File: config.mk
export PLATFORM = sky130hd
export DESIGN_NAME = cpu_alu_flags_unit
export DESIGN_NICKNAME = d
export VERILOG_FILES = /design/src/hdl/cafu_pkg.sv /design/src/hdl/cpu_alu_flags_unit.sv /design/src/hdl/cafu_front.sv /design/src/hdl/cafu_queue.sv /design/src/hdl/cafu_exec.sv
export SDC_FILE = /design/constraint.sdc
export NUM_CORES = 1
export LEC_CHECK = 0
export BUFFER_PORTS_ARGS = -buffer_cell sky130_fd_sc_hd__clkbuf_2
export CAP_MARGIN = 10
export CORE_ASPECT_RATIO = 1.75
export CORE_MARGIN = 1
export CORE_UTILIZATION = 40
export CTS_BUF_LIST = sky130_fd_sc_hd__clkbuf_8
export DETAILED_ROUTE_END_ITERATION = 16
export PLACE_DENSITY = 0.66
export SETUP_SLACK_MARGIN = 0.5
export SLEW_MARGIN = 25
export SYNTH_ARGS = -nofsm -noshare
export SYNTH_HDL_FRONTEND = slang
export SYNTH_HIERARCHICAL = 1
export SYNTH_SLANG_ARGS = --single-unit
File: constraint.sdc
create_clock -name clk -period 6 [get_ports clk]
set_input_delay 1.2 -clock clk [delete_from_list [all_inputs] [get_ports clk]]
set_output_delay 1.2 -clock clk [all_outputs]
set_load 0.02 [all_outputs]
File: src/hdl/cafu_pkg.sv
// Shared types, codes and sizes for the CPU ALU and flags unit.
package cafu_pkg;

	localparam logic [4:0] KIND_ADD  = 5'd0;
	localparam logic [4:0] KIND_ADC  = 5'd1;
	localparam logic [4:0] KIND_SUB  = 5'd2;
	localparam logic [4:0] KIND_SBC  = 5'd3;
	localparam logic [4:0] KIND_AND  = 5'd4;
	localparam logic [4:0] KIND_XOR  = 5'd5;
	localparam logic [4:0] KIND_OR   = 5'd6;
	localparam logic [4:0] KIND_CP   = 5'd7;
	localparam logic [4:0] KIND_INC  = 5'd8;
	localparam logic [4:0] KIND_DEC  = 5'd9;
	localparam logic [4:0] KIND_DAA  = 5'd10;
	localparam logic [4:0] KIND_CPL  = 5'd11;
	localparam logic [4:0] KIND_SCF  = 5'd12;
	localparam logic [4:0] KIND_CCF  = 5'd13;
	localparam logic [4:0] KIND_RLC  = 5'd14;
	localparam logic [4:0] KIND_RRC  = 5'd15;
	localparam logic [4:0] KIND_RL   = 5'd16;
	localparam logic [4:0] KIND_RR   = 5'd17;
	localparam logic [4:0] KIND_SLA  = 5'd18;
	localparam logic [4:0] KIND_SRA  = 5'd19;
	localparam logic [4:0] KIND_SRL  = 5'd20;
	localparam logic [4:0] KIND_SWAP = 5'd21;
	localparam logic [4:0] KIND_BIT  = 5'd22;
	localparam logic [4:0] KIND_RES  = 5'd23;
	localparam logic [4:0] KIND_SET  = 5'd24;
	localparam logic [4:0] KIND_RLCA = 5'd25;
	localparam logic [4:0] KIND_RRCA = 5'd26;
	localparam logic [4:0] KIND_RLA  = 5'd27;
	localparam logic [4:0] KIND_RRA  = 5'd28;
	localparam logic [4:0] KIND_WORD = 5'd29;

	localparam logic [1:0] WMODE_ADD_HL = 2'd0;

	localparam int QDEPTH = 2;
	localparam int QPTR_W = (QDEPTH > 1) ? $clog2(QDEPTH) : 1;
	localparam int QCNT_W = $clog2(QDEPTH + 1);

	typedef enum logic [4:0] {
		OP_ADD,
		OP_ADC,
		OP_SUB,
		OP_SBC,
		OP_AND,
		OP_XOR,
		OP_OR,
		OP_CP,
		OP_INC,
		OP_DEC,
		OP_DAA,
		OP_CPL,
		OP_SCF,
		OP_CCF,
		OP_SHIFT_REG,
		OP_SHIFT_ACC,
		OP_BIT,
		OP_RES,
		OP_SET,
		OP_ADD_HL,
		OP_ADD_SP,
		OP_NOP
	} op_t;

	typedef enum logic [2:0] {
		SH_RLC,
		SH_RRC,
		SH_RL,
		SH_RR,
		SH_SLA,
		SH_SRA,
		SH_SRL,
		SH_SWAP
	} shift_t;

	typedef struct packed {
		logic z;
		logic n;
		logic h;
		logic c;
	} flags_t;

	typedef struct packed {
		op_t         op;
		shift_t      sh;
		logic [7:0]  operand;
		logic [7:0]  mask;
		logic [15:0] word_base;
		logic [15:0] word_addend;
		logic [7:0]  offset;
	} item_t;

endpackage

File: src/hdl/cpu_alu_flags_unit.sv
// Top level of the CPU ALU and flags unit: front end, item queue and execution stage.
//
// The unit takes one operation per input transaction on the in_valid / in_stall
// channel and returns one result transaction on the out_valid / out_stall channel.
// A transaction is taken at a rising edge where valid is high and stall is low.
// The accumulator and the four flags live inside the unit; every result carries
// the result word, the flags and the accumulator as they stand after the operation.
// An operation accepted at an edge is written into the queue, then computed from the
// queue head and held in the output register. Throughput is one operation per cycle
// while the receiver does not stall, set by the ALU and flag path in the execution
// stage; the two-entry queue between the front end and the execution stage keeps the
// input taking new transactions while a result waits in the output register.
// When the receiver stalls, the result holds and the queue fills; once it is full
// in_stall rises until the receiver takes the waiting result.
// Reset clears the accumulator, the flags, the queue and the output valid flag.
module cpu_alu_flags_unit import cafu_pkg::*; (
	input  logic              clk,
	input  logic              arst_n,
	input  logic              in_valid,
	output logic              in_stall,
	input  logic [4:0]        kind,
	input  logic [7:0]        byte_operand,
	input  logic [2:0]        bit_index,
	input  logic [15:0]       word_base,
	input  logic [15:0]       word_addend,
	input  logic signed [7:0] signed_offset,
	input  logic [1:0]        word_mode,
	output logic              out_valid,
	input  logic              out_stall,
	output logic [15:0]       result_word,
	output logic [3:0]        flags_out,
	output logic [7:0]        accumulator_out
);

	logic  q_full;
	logic  push;
	item_t push_item;
	logic  head_valid;
	item_t head_item;
	logic  pop;

	cafu_front u_front (
		.in_valid      (in_valid),
		.in_stall      (in_stall),
		.kind          (kind),
		.byte_operand  (byte_operand),
		.bit_index     (bit_index),
		.word_base     (word_base),
		.word_addend   (word_addend),
		.signed_offset (signed_offset),
		.word_mode     (word_mode),
		.q_full        (q_full),
		.push          (push),
		.push_item     (push_item)
	);

	cafu_queue u_queue (
		.clk        (clk),
		.arst_n     (arst_n),
		.push       (push),
		.push_item  (push_item),
		.full       (q_full),
		.head_valid (head_valid),
		.head_item  (head_item),
		.pop        (pop)
	);

	cafu_exec u_exec (
		.clk             (clk),
		.arst_n          (arst_n),
		.head_valid      (head_valid),
		.head_item       (head_item),
		.pop             (pop),
		.out_valid       (out_valid),
		.out_stall       (out_stall),
		.result_word     (result_word),
		.flags_out       (flags_out),
		.accumulator_out (accumulator_out)
	);

endmodule

File: src/hdl/cafu_front.sv
// Front end: accepts input transactions and classifies them into decoded items.
module cafu_front import cafu_pkg::*; (
	input  logic              in_valid,
	output logic              in_stall,
	input  logic [4:0]        kind,
	input  logic [7:0]        byte_operand,
	input  logic [2:0]        bit_index,
	input  logic [15:0]       word_base,
	input  logic [15:0]       word_addend,
	input  logic signed [7:0] signed_offset,
	input  logic [1:0]        word_mode,
	input  logic              q_full,
	output logic              push,
	output item_t             push_item
);

	op_t    op;
	shift_t sh;

	always_comb begin
		op = OP_NOP;
		sh = SH_RLC;
		unique case (kind)
			KIND_ADD:  op = OP_ADD;
			KIND_ADC:  op = OP_ADC;
			KIND_SUB:  op = OP_SUB;
			KIND_SBC:  op = OP_SBC;
			KIND_AND:  op = OP_AND;
			KIND_XOR:  op = OP_XOR;
			KIND_OR:   op = OP_OR;
			KIND_CP:   op = OP_CP;
			KIND_INC:  op = OP_INC;
			KIND_DEC:  op = OP_DEC;
			KIND_DAA:  op = OP_DAA;
			KIND_CPL:  op = OP_CPL;
			KIND_SCF:  op = OP_SCF;
			KIND_CCF:  op = OP_CCF;
			KIND_RLC:  begin op = OP_SHIFT_REG; sh = SH_RLC;  end
			KIND_RRC:  begin op = OP_SHIFT_REG; sh = SH_RRC;  end
			KIND_RL:   begin op = OP_SHIFT_REG; sh = SH_RL;   end
			KIND_RR:   begin op = OP_SHIFT_REG; sh = SH_RR;   end
			KIND_SLA:  begin op = OP_SHIFT_REG; sh = SH_SLA;  end
			KIND_SRA:  begin op = OP_SHIFT_REG; sh = SH_SRA;  end
			KIND_SRL:  begin op = OP_SHIFT_REG; sh = SH_SRL;  end
			KIND_SWAP: begin op = OP_SHIFT_REG; sh = SH_SWAP; end
			KIND_BIT:  op = OP_BIT;
			KIND_RES:  op = OP_RES;
			KIND_SET:  op = OP_SET;
			KIND_RLCA: begin op = OP_SHIFT_ACC; sh = SH_RLC;  end
			KIND_RRCA: begin op = OP_SHIFT_ACC; sh = SH_RRC;  end
			KIND_RLA:  begin op = OP_SHIFT_ACC; sh = SH_RL;   end
			KIND_RRA:  begin op = OP_SHIFT_ACC; sh = SH_RR;   end
			KIND_WORD: op = (word_mode == WMODE_ADD_HL) ? OP_ADD_HL : OP_ADD_SP;
			default:   op = OP_NOP;
		endcase
	end

	assign in_stall = q_full;
	assign push     = in_valid && !q_full;

	always_comb begin
		push_item.op          = op;
		push_item.sh          = sh;
		push_item.operand     = byte_operand;
		push_item.mask        = 8'd1 << bit_index;
		push_item.word_base   = word_base;
		push_item.word_addend = word_addend;
		push_item.offset      = signed_offset;
	end

endmodule

File: src/hdl/cafu_queue.sv
// Short queue of decoded items between the front end and the execution stage.
module cafu_queue import cafu_pkg::*; (
	input  logic  clk,
	input  logic  arst_n,
	input  logic  push,
	input  item_t push_item,
	output logic  full,
	output logic  head_valid,
	output item_t head_item,
	input  logic  pop
);

	item_t             entry_q [QDEPTH];
	logic [QPTR_W-1:0] wr_ptr_q;
	logic [QPTR_W-1:0] rd_ptr_q;
	logic [QCNT_W-1:0] count_q;

	function automatic logic [QPTR_W-1:0] next_ptr(logic [QPTR_W-1:0] p);
		return (p == QPTR_W'(QDEPTH - 1)) ? '0 : p + 1'b1;
	endfunction

	assign full       = (count_q == QCNT_W'(QDEPTH));
	assign head_valid = (count_q != '0);
	assign head_item  = entry_q[rd_ptr_q];

	always_ff @(posedge clk) begin
		if (push) begin
			entry_q[wr_ptr_q] <= push_item;
		end
	end

	always_ff @(posedge clk or negedge arst_n) begin
		if (!arst_n) begin
			wr_ptr_q <= '0;
			rd_ptr_q <= '0;
			count_q  <= '0;
		end else begin
			if (push) begin
				wr_ptr_q <= next_ptr(wr_ptr_q);
			end
			if (pop) begin
				rd_ptr_q <= next_ptr(rd_ptr_q);
			end
			if (push && !pop) begin
				count_q <= count_q + 1'b1;
			end else if (pop && !push) begin
				count_q <= count_q - 1'b1;
			end
		end
	end

`ifndef SYNTHESIS
	a_count_up: assert property (@(posedge clk) disable iff (!arst_n)
		(push && !pop) |=> (count_q == $past(count_q) + 1'b1))
		else $error("queue count did not rise on a lone push");
	a_count_down: assert property (@(posedge clk) disable iff (!arst_n)
		(pop && !push) |=> (count_q == $past(count_q) - 1'b1))
		else $error("queue count did not fall on a lone pop");
	a_no_push_full: assert property (@(posedge clk) disable iff (!arst_n)
		full |-> !push)
		else $error("queue took a transaction while full");
`endif

endmodule

File: src/hdl/cafu_exec.sv
// Execution stage: holds the accumulator and flags and computes each operation.
module cafu_exec import cafu_pkg::*; (
	input  logic        clk,
	input  logic        arst_n,
	input  logic        head_valid,
	input  item_t       head_item,
	output logic        pop,
	output logic        out_valid,
	input  logic        out_stall,
	output logic [15:0] result_word,
	output logic [3:0]  flags_out,
	output logic [7:0]  accumulator_out
);

	logic [7:0]  acc_q;
	flags_t      flags_q;
	logic        out_valid_q;
	logic [15:0] res_q;

	logic [7:0]  next_acc;
	flags_t      next_f;
	logic [15:0] next_res;

	function automatic logic [8:0] shift_byte(shift_t code, logic [7:0] v, logic cin);
		logic [8:0] r;
		unique case (code)
			SH_RLC:  r = {v[7], v[6:0], v[7]};
			SH_RRC:  r = {v[0], v[0], v[7:1]};
			SH_RL:   r = {v[7], v[6:0], cin};
			SH_RR:   r = {v[0], cin, v[7:1]};
			SH_SLA:  r = {v[7], v[6:0], 1'b0};
			SH_SRA:  r = {v[0], v[7], v[7:1]};
			SH_SRL:  r = {v[0], 1'b0, v[7:1]};
			SH_SWAP: r = {1'b0, v[3:0], v[7:4]};
		endcase
		return r;
	endfunction

	always_comb begin
		logic [7:0]  a;
		logic [7:0]  r;
		logic        ci;
		logic [8:0]  sum9;
		logic [4:0]  lo5;
		logic [7:0]  v8;
		logic [7:0]  d1;
		logic [7:0]  d2;
		logic        adj_hi;
		logic [8:0]  sh9;
		logic [16:0] sum17;
		logic [12:0] sum13;
		logic [15:0] ext;

		a        = acc_q;
		r        = head_item.operand;
		ci       = 1'b0;
		sum9     = '0;
		lo5      = '0;
		v8       = '0;
		d1       = '0;
		d2       = '0;
		adj_hi   = 1'b0;
		sh9      = '0;
		sum17    = '0;
		sum13    = '0;
		ext      = '0;
		next_acc = acc_q;
		next_f   = flags_q;
		next_res = {8'h00, acc_q};

		unique case (head_item.op)
			OP_ADD, OP_ADC: begin
				ci       = (head_item.op == OP_ADC) && flags_q.c;
				sum9     = {1'b0, a} + {1'b0, r} + {8'h00, ci};
				lo5      = {1'b0, a[3:0]} + {1'b0, r[3:0]} + {4'h0, ci};
				next_acc = sum9[7:0];
				next_f   = '{z: (sum9[7:0] == 8'h00), n: 1'b0, h: lo5[4], c: sum9[8]};
				next_res = {8'h00, sum9[7:0]};
			end
			OP_SUB, OP_SBC, OP_CP: begin
				ci     = (head_item.op == OP_SBC) && flags_q.c;
				sum9   = {1'b0, a} - {1'b0, r} - {8'h00, ci};
				lo5    = {1'b0, a[3:0]} - {1'b0, r[3:0]} - {4'h0, ci};
				next_f = '{z: (sum9[7:0] == 8'h00), n: 1'b1, h: lo5[4], c: sum9[8]};
				if (head_item.op != OP_CP) begin
					next_acc = sum9[7:0];
					next_res = {8'h00, sum9[7:0]};
				end
			end
			OP_AND: begin
				v8       = a & r;
				next_acc = v8;
				next_f   = '{z: (v8 == 8'h00), n: 1'b0, h: 1'b1, c: 1'b0};
				next_res = {8'h00, v8};
			end
			OP_XOR: begin
				v8       = a ^ r;
				next_acc = v8;
				next_f   = '{z: (v8 == 8'h00), n: 1'b0, h: 1'b0, c: 1'b0};
				next_res = {8'h00, v8};
			end
			OP_OR: begin
				v8       = a | r;
				next_acc = v8;
				next_f   = '{z: (v8 == 8'h00), n: 1'b0, h: 1'b0, c: 1'b0};
				next_res = {8'h00, v8};
			end
			OP_INC: begin
				v8       = r + 8'd1;
				next_f   = '{z: (v8 == 8'h00), n: 1'b0, h: (r[3:0] == 4'hf), c: flags_q.c};
				next_res = {8'h00, v8};
			end
			OP_DEC: begin
				v8       = r - 8'd1;
				next_f   = '{z: (v8 == 8'h00), n: 1'b1, h: (r[3:0] == 4'h0), c: flags_q.c};
				next_res = {8'h00, v8};
			end
			OP_DAA: begin
				if (!flags_q.n) begin
					adj_hi = flags_q.c || (a > 8'h99);
					d1     = adj_hi ? a + 8'h60 : a;
					d2     = (flags_q.h || (d1[3:0] > 4'h9)) ? d1 + 8'h06 : d1;
				end else begin
					d1 = flags_q.c ? a - 8'h60 : a;
					d2 = flags_q.h ? d1 - 8'h06 : d1;
				end
				next_acc = d2;
				next_f   = '{z: (d2 == 8'h00), n: flags_q.n, h: 1'b0, c: flags_q.c || adj_hi};
				next_res = {8'h00, d2};
			end
			OP_CPL: begin
				v8       = ~a;
				next_acc = v8;
				next_f   = '{z: flags_q.z, n: 1'b1, h: 1'b1, c: flags_q.c};
				next_res = {8'h00, v8};
			end
			OP_SCF: begin
				next_f = '{z: flags_q.z, n: 1'b0, h: 1'b0, c: 1'b1};
			end
			OP_CCF: begin
				next_f = '{z: flags_q.z, n: 1'b0, h: 1'b0, c: !flags_q.c};
			end
			OP_SHIFT_REG: begin
				sh9      = shift_byte(head_item.sh, r, flags_q.c);
				next_f   = '{z: (sh9[7:0] == 8'h00), n: 1'b0, h: 1'b0, c: sh9[8]};
				next_res = {8'h00, sh9[7:0]};
			end
			OP_SHIFT_ACC: begin
				sh9      = shift_byte(head_item.sh, a, flags_q.c);
				next_acc = sh9[7:0];
				next_f   = '{z: 1'b0, n: 1'b0, h: 1'b0, c: sh9[8]};
				next_res = {8'h00, sh9[7:0]};
			end
			OP_BIT: begin
				next_f   = '{z: ((r & head_item.mask) == 8'h00), n: 1'b0, h: 1'b1,
					c: flags_q.c};
				next_res = {8'h00, r};
			end
			OP_RES: begin
				next_res = {8'h00, r & ~head_item.mask};
			end
			OP_SET: begin
				next_res = {8'h00, r | head_item.mask};
			end
			OP_ADD_HL: begin
				sum17    = {1'b0, head_item.word_base} + {1'b0, head_item.word_addend};
				sum13    = {1'b0, head_item.word_base[11:0]} +
					{1'b0, head_item.word_addend[11:0]};
				next_f   = '{z: flags_q.z, n: 1'b0, h: sum13[12], c: sum17[16]};
				next_res = sum17[15:0];
			end
			OP_ADD_SP: begin
				ext      = {{8{head_item.offset[7]}}, head_item.offset};
				sum9     = {1'b0, head_item.word_base[7:0]} + {1'b0, head_item.offset};
				lo5      = {1'b0, head_item.word_base[3:0]} + {1'b0, head_item.offset[3:0]};
				next_f   = '{z: 1'b0, n: 1'b0, h: lo5[4], c: sum9[8]};
				next_res = head_item.word_base + ext;
			end
			OP_NOP: begin
				next_res = {8'h00, acc_q};
			end
		endcase
	end

	assign pop = head_valid && (!out_valid_q || !out_stall);

	always_ff @(posedge clk or negedge arst_n) begin
		if (!arst_n) begin
			acc_q       <= '0;
			flags_q     <= '0;
			out_valid_q <= 1'b0;
		end else begin
			if (pop) begin
				acc_q       <= next_acc;
				flags_q     <= next_f;
				out_valid_q <= 1'b1;
			end else if (!out_stall) begin
				out_valid_q <= 1'b0;
			end
		end
	end

	always_ff @(posedge clk) begin
		if (pop) begin
			res_q <= next_res;
		end
	end

	assign out_valid       = out_valid_q;
	assign result_word     = res_q;
	assign flags_out       = flags_q;
	assign accumulator_out = acc_q;

`ifndef SYNTHESIS
	a_pop_shows: assert property (@(posedge clk) disable iff (!arst_n)
		pop |=> out_valid_q)
		else $error("executed item did not reach the output register");
	a_nop_keeps: assert property (@(posedge clk) disable iff (!arst_n)
		(pop && head_item.op == OP_NOP) |=> ($stable(acc_q) && $stable(flags_q)))
		else $error("unused operation changed the accumulator or flags");
	a_bitop_keeps: assert property (@(posedge clk) disable iff (!arst_n)
		(pop && (head_item.op == OP_RES || head_item.op == OP_SET)) |=>
		($stable(flags_q) && $stable(acc_q)))
		else $error("bit reset or set changed the accumulator or flags");
`endif

endmodule
==> results.txt <==
----------------------------------------------------
[Placed design]
  Final weighted congestion in routability-driven placement ... ~1.1
  Placement Cell Area ... 12600 sq um
  Count of input and output buffers ... slightly above 90
  Instance count after placement with tap cells included ... between 1.5k and 2k
  Placed wire-length estimate after detailed placement ... 27300 microns

[Worst setup path]
  Most prevalent standard cell on the critical path ... sky130_fd_sc_hd__nor2_1
  Total buffers and inverters traversed by the critical path ... 2
  Worst path arrival time ... between 4 and 5 ns
  Slowest stage cell, crit path ... sky130_fd_sc_hd__dfrtp_4
  Startpoint kind of the worst setup timing path ... flip-flop
  Highest cell delay on the worst timing path ... 0.75 ns
  Series of cell instances along the critical path ... mux2_4 > nor2_1 > inv_1 > nor2_1 > buf_4 > nand3_1 > fa_1 > fa_1 > o21a_1 > nor2_1 > o21ai_0 > xnor2_1 > o2111ai_1 > a221oi_1 > a22oi_1
  Endpoint class of the critical path ... flip-flop
  CP delay by family, top ... compound AO/OA/AOI/OAI gates
  Worst Path Required ... 6.19 ns
  Worst-path maximum fanout ... 32
  Worst Path Class, Setup ... reg -> reg

[Route]
  Avg Vias per Cell ... 5.98
  Iter 0 DRT Violations ... 712
  Vias post-DR ... 9662
  Total DRC errors in the routed layout ... 0
  Total length of routed wires ... 36300 microns
  Residual antenna-violating net count after detailed routing ... 0
  Detailed-router iteration count before antenna repair ... 6
  Average wire length per cell after detail routing ... 22.5 microns

[Synth]
  Post-synthesis cell count ... 1205
  Total nets after synthesis ... 1344
  Proportion of synthesized chip area in sequential cells ... 38.8%
  Portion of synthesized cell area occupied by the leading cell type ... a little over a third
  Cell taking the most area after synthesis ... sky130_fd_sc_hd__edfxtp_1
  Primary flip-flop cell chosen by synthesis mapping ... sky130_fd_sc_hd__edfxtp_1
  Number of enable flip-flop cells after synthesis ... 144
  Number of synthesized register bits ... between 150 and 200
  Cell area after technology mapping ... 12200 sq um
  Syn. warnings ... 6
  Count of unique library cells instantiated by Yosys ... 90
  Async S/R FF share, synth ... 10.6%
  Mean instance size in the synthesized netlist ... between 10 and 15 sq um
  Leading post-synthesis cells by cell area ... sky130_fd_sc_hd__edfxtp_1 35%, sky130_fd_sc_hd__ha_1 7.3%, sky130_fd_sc_hd__mux2_4 6.1%, sky130_fd_sc_hd__dfrtp_1 3.5%, sky130_fd_sc_hd__buf_4 3.0%

[GRT]
  Total congestion overflow after global routing ... 0
  Overall track demand over capacity in global routing ... a little under a quarter
  Met3 track demand over resource ... around 3.1%
  Initial antenna violation count ... 1
  Met2 usage in global routing ... between 40% and 50%
  Wire length of the first global-routing pass ... 55100 microns
  Largest net degree at the start of global routing ... 65
  Number of global-route vias before repair ... 9367
  Met1 track demand over resource in global routing ... 25.3%
  GRT busiest layer ... met2

[STA]
  Achievable frequency ... 209 MHz
  Transition time at the pin with the least slew margin ... between 1 and 1.5 ns
  Setup repair after global routing missed its margin ... no
  Final-report max-slew violation count ... 0
  Setup clock skew after layout ... 0.0169 ns
  Final worst-path cycle share ... 79.7%
  Minimum period implied by the final worst setup slack ... between 4 and 5 ns
  Final count of hold timing violations ... 0
  Slew Limit Headroom ... 25.0%
  Final setup violation count ... 0
  Setup Total Neg Slack ... 0 ns

[Clock tree]
  Inserted Clock Buffers ... 17
  Clock slew at reported path FFs ... about 0.090 ns
  CTS resizes ... 0
  TritonCTS clock tree ... built
  Number of setup buffers added after CTS ... 0
  Hold bufs inserted after CTS ... 0
  Root Buffer Master ... sky130_fd_sc_hd__clkbuf_8
  Clock latency on the worst-skew pair ... 0.47 ns
  Count of clock tree sinks ... 161
  Total number of H-tree levels ... 4
  Max Root-Sink Buffers ... 2

[Floorplan]
  Chip height ... 233 microns
  Die Width ... 134 microns
  Die footprint ... roughly 31000 sq um
  IO Count ... 92
  Count of standard-cell rows ... 84
  Initial core utilization ... 40.7%
  Std-Cell Core Area ... ~30000 sq um

[Worst hold path]
  Worst min path class ... reg -> reg

[Final layout]
  Area added between synthesis and finish ... 5.70%
  Number of cells in the finished layout apart from fillers ... 1615
  Net count of the finished layout ... 1352
  Fraction of layout instances using a drive strength above 1 ... ~18%
  Filler cell count in the final layout ... 2924
  Summed area of non-filler cells in the final layout ... 12900 sq um

[Power and ir drop]
  Static Leak ... about 0.0050 uW
  Final total power ... 8240 uW
  Cell Pwr Density ... 637 nW/um^2
  Peak supply drop ... 0.000207 V

[Job]
  Total of max-cap violations ... 0

[Status]
  Status ... completed

----------------------------------------------------
==> layout make-up <==
cell class	count	area (sq um)	share of cell area (%)
Multi-Input combinational cell	892	6640	51.3
Sequential cell	161	4750	36.7
Inverter	39	146	1.13
Antenna cell	2	5.00	0.0387
Timing Repair Buffer	102	538	4.16
Clock inverter	15	144	1.11
Tap cell	387	484	3.74
Clock buffer	17	234	1.81
==> worst paths after layout <==
kind	from	to	slack, ns	depth (start not counted)
setup / recovery	u_queue/rd_ptr_q$_DFFE_PN0P_	u_exec/result_word[6]$_DFFE_PP_	1.22	15
hold / removal	u_queue/count_q[1]$_DFFE_PN0P_	u_queue/count_q[1]$_DFFE_PN0P_	0.50	1
setup reg to reg	u_queue/rd_ptr_q$_DFFE_PN0P_	u_exec/result_word[6]$_DFFE_PP_	1.22	15
hold reg to reg	u_queue/count_q[1]$_DFFE_PN0P_	u_queue/count_q[1]$_DFFE_PN0P_	0.50	1
max in group asynchronous	arst_n	u_queue/rd_ptr_q$_DFFE_PN0P_	4.91	1
min in group asynchronous	arst_n	u_exec/flags_out[2]$_DFFE_PN0P_	0.68	1
==> sequential cells by signal (all words and copies together) (netlist names) <==
| name | count |
|---|---|
| u_queue/rd_ptr_q | 1 |
| u_queue/entry_q | 128 |
| u_exec/accumulator_out | 8 |
| u_exec/out_valid | 1 |
| u_exec/result_word | 16 |
| u_queue/count_q | 2 |
| u_queue/wr_ptr_q | 1 |
| u_exec/flags_out | 4 |
==> synth_stat cells, drive strengths merged, types with 24 or more instances <==
library cell / n
edfxtp: 144
buf: 91
nand2: 88
a21oi: 71
ha: 71
nor2: 71
o21ai: 71
mux2: 66
xnor2: 41
inv: 36
nor3: 31
nand3: 28
a211oi: 24
o22ai: 24
==> placed cells by master, fill, tap and decap left out, drive strengths merged, types with 8 or more instances in the layout <==
master and count:
dfrtp 17, nand3 28, a21oi 71, a31oi 18
nor4 13, nor2 71, nor3b 8, o21ai 71
nand2b 20, mux2i 18, ha 71, a21o 14
mux2 66, clkbuf 108, a221oi 14, xor2 22
edfxtp 144, xnor2 41, nand2 88, buf 11
nor3 31, a22oi 12, inv 41, clkinv 9
and3 10, o22ai 24, or3 11, o21a 9
nor2b 19, a211oi 24
==> where the power goes <==
group / switching, uW / internal (uW)
clock network: 402 / 365
registers: 253 / 1610
logic: 3480 / 2130
==> cells by family (layout without fill, tap and decap cells) <==
family / count (synthesis) / in the layout / synth area share [%]
buffers and inverters: 152 / 173 / 7.07
adders and majority gates: 77 / 77 / 8.24
xor gates and xnor gates: 63 / 63 / 4.51
DFF: 161 / 161 / 38.8
muxes: 85 / 85 / 9.26
AOI/OAI and AO/OA: 331 / 331 / 18.0
and+or+nand+nor: 336 / 336 / 14.2
other: 0 / 2 / 0
==> layer usage <==
metal	vias to the layer above	share of wire (%)
met3	132	4.3
met1	4641	37
met5	-	0
met4	0	9.1
met2	360	50
li1	4529	-
==> metrics by stage <==
| step | hold slack, ns | util (%) | worst slack, ns |
|---|---|---|---|
| 4_1_cts | 0.488 | 43.0 | 1.31 |
| 3_3_place_gp | 0.465 | 41.8 | 1.44 |
| 6_report | 0.496 | 43.1 | 1.22 |
| 3_5_place_dp | 0.470 | 41.8 | 1.33 |
| 2_1_floorplan | 0.447 | - | 1.19 |
| 5_1_grt | 0.539 | 43.0 | 0.918 |
(Power assumes the default switching activity.)
